$ cat src/design/tli_pkg.sv
`timescale 1ns / 1ps
// ----------------------------------------------------------------------------
// tli_pkg: shared types for the table linear interpolation block
// controller states, command and status bundles, divider constants
// ----------------------------------------------------------------------------
package tli_pkg;

  localparam int unsigned DATA_W    = 32;
  localparam int unsigned DIV_STEPS = 32;
  localparam int unsigned DCNT_W    = 5;

  localparam logic MODE_WRITE = 1'b0;
  localparam logic MODE_QUERY = 1'b1;

  typedef enum logic [3:0] {
    ST_IDLE,
    ST_LAST,
    ST_FIRST,
    ST_RANGE,
    ST_SCAN,
    ST_MUL,
    ST_DIV,
    ST_FIX,
    ST_RESULT
  } tli_state_t;

  // controller to datapath
  typedef struct packed {
    logic wr;         // store one table entry
    logic q_load;     // capture query x
    logic rd_last;    // read entry n-1
    logic rd_first;   // read entry 0, capture last x
    logic range_chk;  // x0 on read port, range check
    logic scan;       // one interval compare
    logic mul;        // form the product
    logic div;        // one divide step
    logic fix;        // apply quotient to base y
    logic out_load;   // move result into output register
  } tli_cmd_t;

  // datapath to controller
  typedef struct packed {
    logic oor;
    logic found;
    logic scan_end;
    logic div_last;
    logic out_free;
  } tli_stat_t;

endpackage

$ cat src/design/tli_ctrl.sv
`timescale 1ns / 1ps
// ----------------------------------------------------------------------------
// tli_ctrl: query sequencer
// walks range check, interval scan, multiply, serial divide and delivery
// ----------------------------------------------------------------------------
module tli_ctrl (
  input  logic               clk,
  input  logic               rst_n,
  input  logic               in_valid,
  input  logic               in_mode,
  output logic               in_ready,
  input  tli_pkg::tli_stat_t stat,
  output tli_pkg::tli_cmd_t  cmd
);

  import tli_pkg::*;

  tli_state_t state_r;
  tli_state_t state_nxt;

  always_ff @(posedge clk) begin
    if (!rst_n) begin
      state_r <= ST_IDLE;
    end else begin
      state_r <= state_nxt;
    end
  end

  // next state
  always_comb begin
    state_nxt = state_r;
    unique case (state_r)
      ST_IDLE: begin
        if (in_valid && (in_mode == MODE_QUERY)) state_nxt = ST_LAST;
      end
      ST_LAST:  state_nxt = ST_FIRST;
      ST_FIRST: state_nxt = ST_RANGE;
      ST_RANGE: begin
        state_nxt = stat.oor ? ST_RESULT : ST_SCAN;
      end
      ST_SCAN: begin
        if (stat.found) state_nxt = ST_MUL;
        else if (stat.scan_end) state_nxt = ST_RESULT;
      end
      ST_MUL: state_nxt = ST_DIV;
      ST_DIV: begin
        if (stat.div_last) state_nxt = ST_FIX;
      end
      ST_FIX: state_nxt = ST_RESULT;
      ST_RESULT: begin
        if (stat.out_free) state_nxt = ST_IDLE;
      end
      default: state_nxt = ST_IDLE;
    endcase
  end

  // outputs
  always_comb begin
    cmd      = '0;
    in_ready = 1'b0;
    unique case (state_r)
      ST_IDLE: begin
        // nothing is taken while reset is held
        in_ready   = rst_n;
        cmd.wr     = in_ready && in_valid && (in_mode == MODE_WRITE);
        cmd.q_load = in_ready && in_valid && (in_mode == MODE_QUERY);
      end
      ST_LAST:   cmd.rd_last   = 1'b1;
      ST_FIRST:  cmd.rd_first  = 1'b1;
      ST_RANGE:  cmd.range_chk = 1'b1;
      ST_SCAN:   cmd.scan      = 1'b1;
      ST_MUL:    cmd.mul       = 1'b1;
      ST_DIV:    cmd.div       = 1'b1;
      ST_FIX:    cmd.fix       = 1'b1;
      ST_RESULT: cmd.out_load  = stat.out_free;
      default: begin
        cmd = '0;
      end
    endcase
  end

endmodule

$ cat config.mk
export PLATFORM = sky130hd
export DESIGN_NAME = tli_ctrl
export DESIGN_NICKNAME = d
export VERILOG_FILES = /design/src/design/tli_pkg.sv /design/src/design/tli_ctrl.sv
export SDC_FILE = /design/constraint.sdc
export NUM_CORES = 1
export LEC_CHECK = 0
export BUFFER_PORTS_ARGS = -buffer_cell sky130_fd_sc_hd__buf_2
export CORE_AREA = 5 5 42 44
export DETAILED_ROUTE_END_ITERATION = 10
export DIE_AREA = 0 0 47 49
export GPL_TIMING_DRIVEN = 0
export PLACE_DENSITY = 0.6
export SETUP_SLACK_MARGIN = 0.15
export SYNTH_ARGS = -nofsm -noshare
export SYNTH_HDL_FRONTEND = slang
export SYNTH_SLANG_ARGS = --single-unit
export TNS_END_PERCENT = 100
$ cat constraint.sdc
create_clock -name clk -period 1.17 [get_ports clk]
set_input_delay 0.117 -clock clk [delete_from_list [all_inputs] [get_ports clk]]
set_output_delay 0.117 -clock clk [all_outputs]
set_load 0.02 [all_outputs]
==> metrics.txt <==
launch point of the worst reg-to-reg path state_r[2]; final hold violations 0; mapped cell area 343 µm²; vias after detailed routing 510; buffers added on ports 19; cell depth of the worst hold path 2; worst-skew pair later-pin latency 0.25 ns; H-Tree Level Count 1; worst hold path class input port to register; Max clock buf depth 2; Non-Filler Instances 101; buffer cell driving the clock tree root clkbuf_4; result of the run complete, but fails checks; maximum ir drop on the vdd rail 0.000838 V; flip-flop count of the largest register after layout 4; number of DRC markers in iteration 0 5; Worst EP arrival 1.44 ns; final setup skew 0.0143 ns; Highest Clock Rate 642 MHz; estimated wirelength of the detail-placed design 822 µm; Final setup violation count 14; total congestion overflow 0; average detailed-routed wire length per instance 13.7 µm; number of unique standard cell types used by synthesis 24; GR Util All Layers 12.1%; MaxCap Viol Count 0; setup slack of the most critical reg-to-reg path -0.33 ns; Cell Area, Placed 520 µm²; antenna violations before repair 0; Worst Hold Slack 0.155 ns; CTS tree yes; highest cell delay on the worst timing path 0.35 ns; die extent in x 47 µm; Layout area overhead 141%; Required @ worst endpoint 1.05 ns; # rows 14; count of pins on the block boundary 20; effective utilization at floorplan 24.5%; vias in the first global route 502; min-delay src rst_n; ratio of cells with drive above 1 in the final layout 75.3%; pin count of the biggest net entering global routing 11; leak pwr 0.367 nW; highest-count cells in the layout ignoring fill and taps buf_6, buf_2, buf_4; most common library cell in the layout ignoring fill and taps buf_6; buffers and inverters on the worst path 2; Critical Path Sink Type primary output; transition time of the tightest slew-check pin 0.319 ns; number of nets in the final layout 96; normalized max-slew margin 78.7%; power density over the cells 2030 nW/µm²; mean instance size in the synthesized netlist 6.86 µm²; number of detailed-routing iterations run before antenna repair 4; worst reg-to-reg path cell count 6; height of the die 49 µm; final critical-path required period 1.56 ns; clock buffers created by TritonCTS 3; core outline area 1400 µm²; diode count 0; capturing point of the worst reg2reg path state_r[2]; count of final max-slew check failures 0; Biggest register state_r; die area 2300 µm²; CP Launch Point state_r[1]; Top Family by Delay on Critical Path simple AND/OR/NAND/NOR gates; failing checks negative setup slack; launching element type of the critical path register; post-synthesis sequential area ratio 23.4%; CP cell instances buf_8 -> nor4_4 -> and2_4 -> and3_4 -> buf_6; WHS Endpoint state_r[1]; maximum fanout encountered on the critical timing path 3; Regs by FF count state_r x4; number of nets with antenna violations after detailed routing 0; wire length reported by the detailed router 1380 µm; post-route DRC violation count 0; global-route wire length before repair 2050 µm; Final Cycle Share 133%; Cells after DPL 85; minimum setup slack after placement -0.214 ns; routability-driven placement congestion ratio 0.790; Worst Slack Setup Final -0.387 ns; Synth Instances 50; kind of critical path register to primary output; number of nets in the synthesized netlist 59; vias per inst 5.05; unrepaired setup endpoints after global routing true; Overall Power 1.68 mW; CTS sink count 4; register bit total from synthesis 4; clock slew at reported path FFs 0.05 ns; hold buffer count at cts 0; Yosys Warn Count 0; Post-Layout Inst Area 827 µm²; slowest cell on the critical path dfxtp_4
routing by layer:
metal | global-route usage [%] | up-vias | wire length [µm]
met3 | 3.69 | 5 | 95
li1 | - | 244 | -
met5 | 0 | - | 0
met2 | 18.1 | 22 | 748
met1 | 14.0 | 239 | 502
met4 | 8.29 | 0 | 34
layout make-up:
type,instances,area (µm²)
flip-flops and latches,4,86.3
multi-input cells,40,365
repair buffers,32,274
inverters,2,10.0
well taps,16,20.0
plain buffers,4,48.8
clock buffers,3,22.5
fillers,137,574
kinds of logic (layout without fill, tap and decap cells):
logic type | count (synthesis) | count (layout) | synth area share, %
xor gates and xnor gates | 1 | 1 | 2.56
and+or+nand+nor | 28 | 28 | 41.2
AOI/OAI and AO/OA | 11 | 11 | 22.3
DFF | 4 | 4 | 23.4
buffers and inverters | 6 | 41 | 10.6
what timing repair did:
item | in CTS | in global routing
gates cloned | 0 | 0
pin swaps | 7 | 9
endpoints found under the setup margin | 15 | 14
resized for setup | 37 | 13
setup buffers | 9 | 4
stage by stage:
stage	setup TNS [ns]	util (%)
after floorplan	-0.505	-
after global placement	-0.940	37.1
after detailed placement	-0.978	37.1
after CTS	-2.87	52.2
after global routing	-4.15	59.0
final	-3.21	59.0
worst register-to-register path: cells and delay by family, from the launching register on:
family | cells | cell delay [ns]
AND/OR/NAND/NOR | 1 | 0.54
buffers and inverters | 3 | 0.36
flip-flops | 1 | 0.32
AO/OA/AOI/OAI | 2 | 0.15
synthesized netlist by cell type:
| cell | instances | share of area, % |
|---|---|---|
| inv_4 | 1 | 1.8 |
| nor3b_1 | 1 | 2.2 |
| o32a_1 | 1 | 2.9 |
| dfxtp_1 | 4 | 23 |
| a21boi_0 | 1 | 2.2 |
| o21a_1 | 1 | 2.2 |
| nor4_1 | 1 | 1.8 |
| o21ai_2 | 1 | 2.6 |
| nor2_1 | 9 | 9.9 |
| and3_2 | 1 | 2.2 |
| nand2_1 | 5 | 5.5 |
| buf_6 | 1 | 3.3 |
| and2_1 | 1 | 1.8 |
| nor3_1 | 5 | 7.3 |
| a21oi_1 | 2 | 2.9 |
| o21ai_0 | 2 | 2.9 |
| nor2b_1 | 1 | 1.8 |
| buf_2 | 3 | 4.4 |
| inv_1 | 1 | 1.1 |
| xor2_1 | 1 | 2.6 |
| nand2b_1 | 2 | 3.6 |
| o211ai_1 | 3 | 6.6 |
| or4_4 | 1 | 3.3 |
| and3_1 | 1 | 1.8 |
power breakdown:
part	internal (mW)	switching [mW]	leakage, nW
clock network	0.115	0.0677	0.0138
logic	0.638	0.623	0.319
registers	0.194	0.0400	0.0344
how the worst max path moves through the flow:
stage | cells past startpoint | slack [ns] | to
2_1_floorplan | 5 | -0.09 | state_r[2]
3_3_place_gp | 5 | -0.21 | cmd[0]
3_5_place_dp | 5 | -0.21 | cmd[0]
4_1_cts | 5 | -0.40 | cmd[0]
5_1_grt | 5 | -0.46 | cmd[8]
6_report | 5 | -0.39 | cmd[8]
No activity file was read; power rests on OpenSTA's default activity.
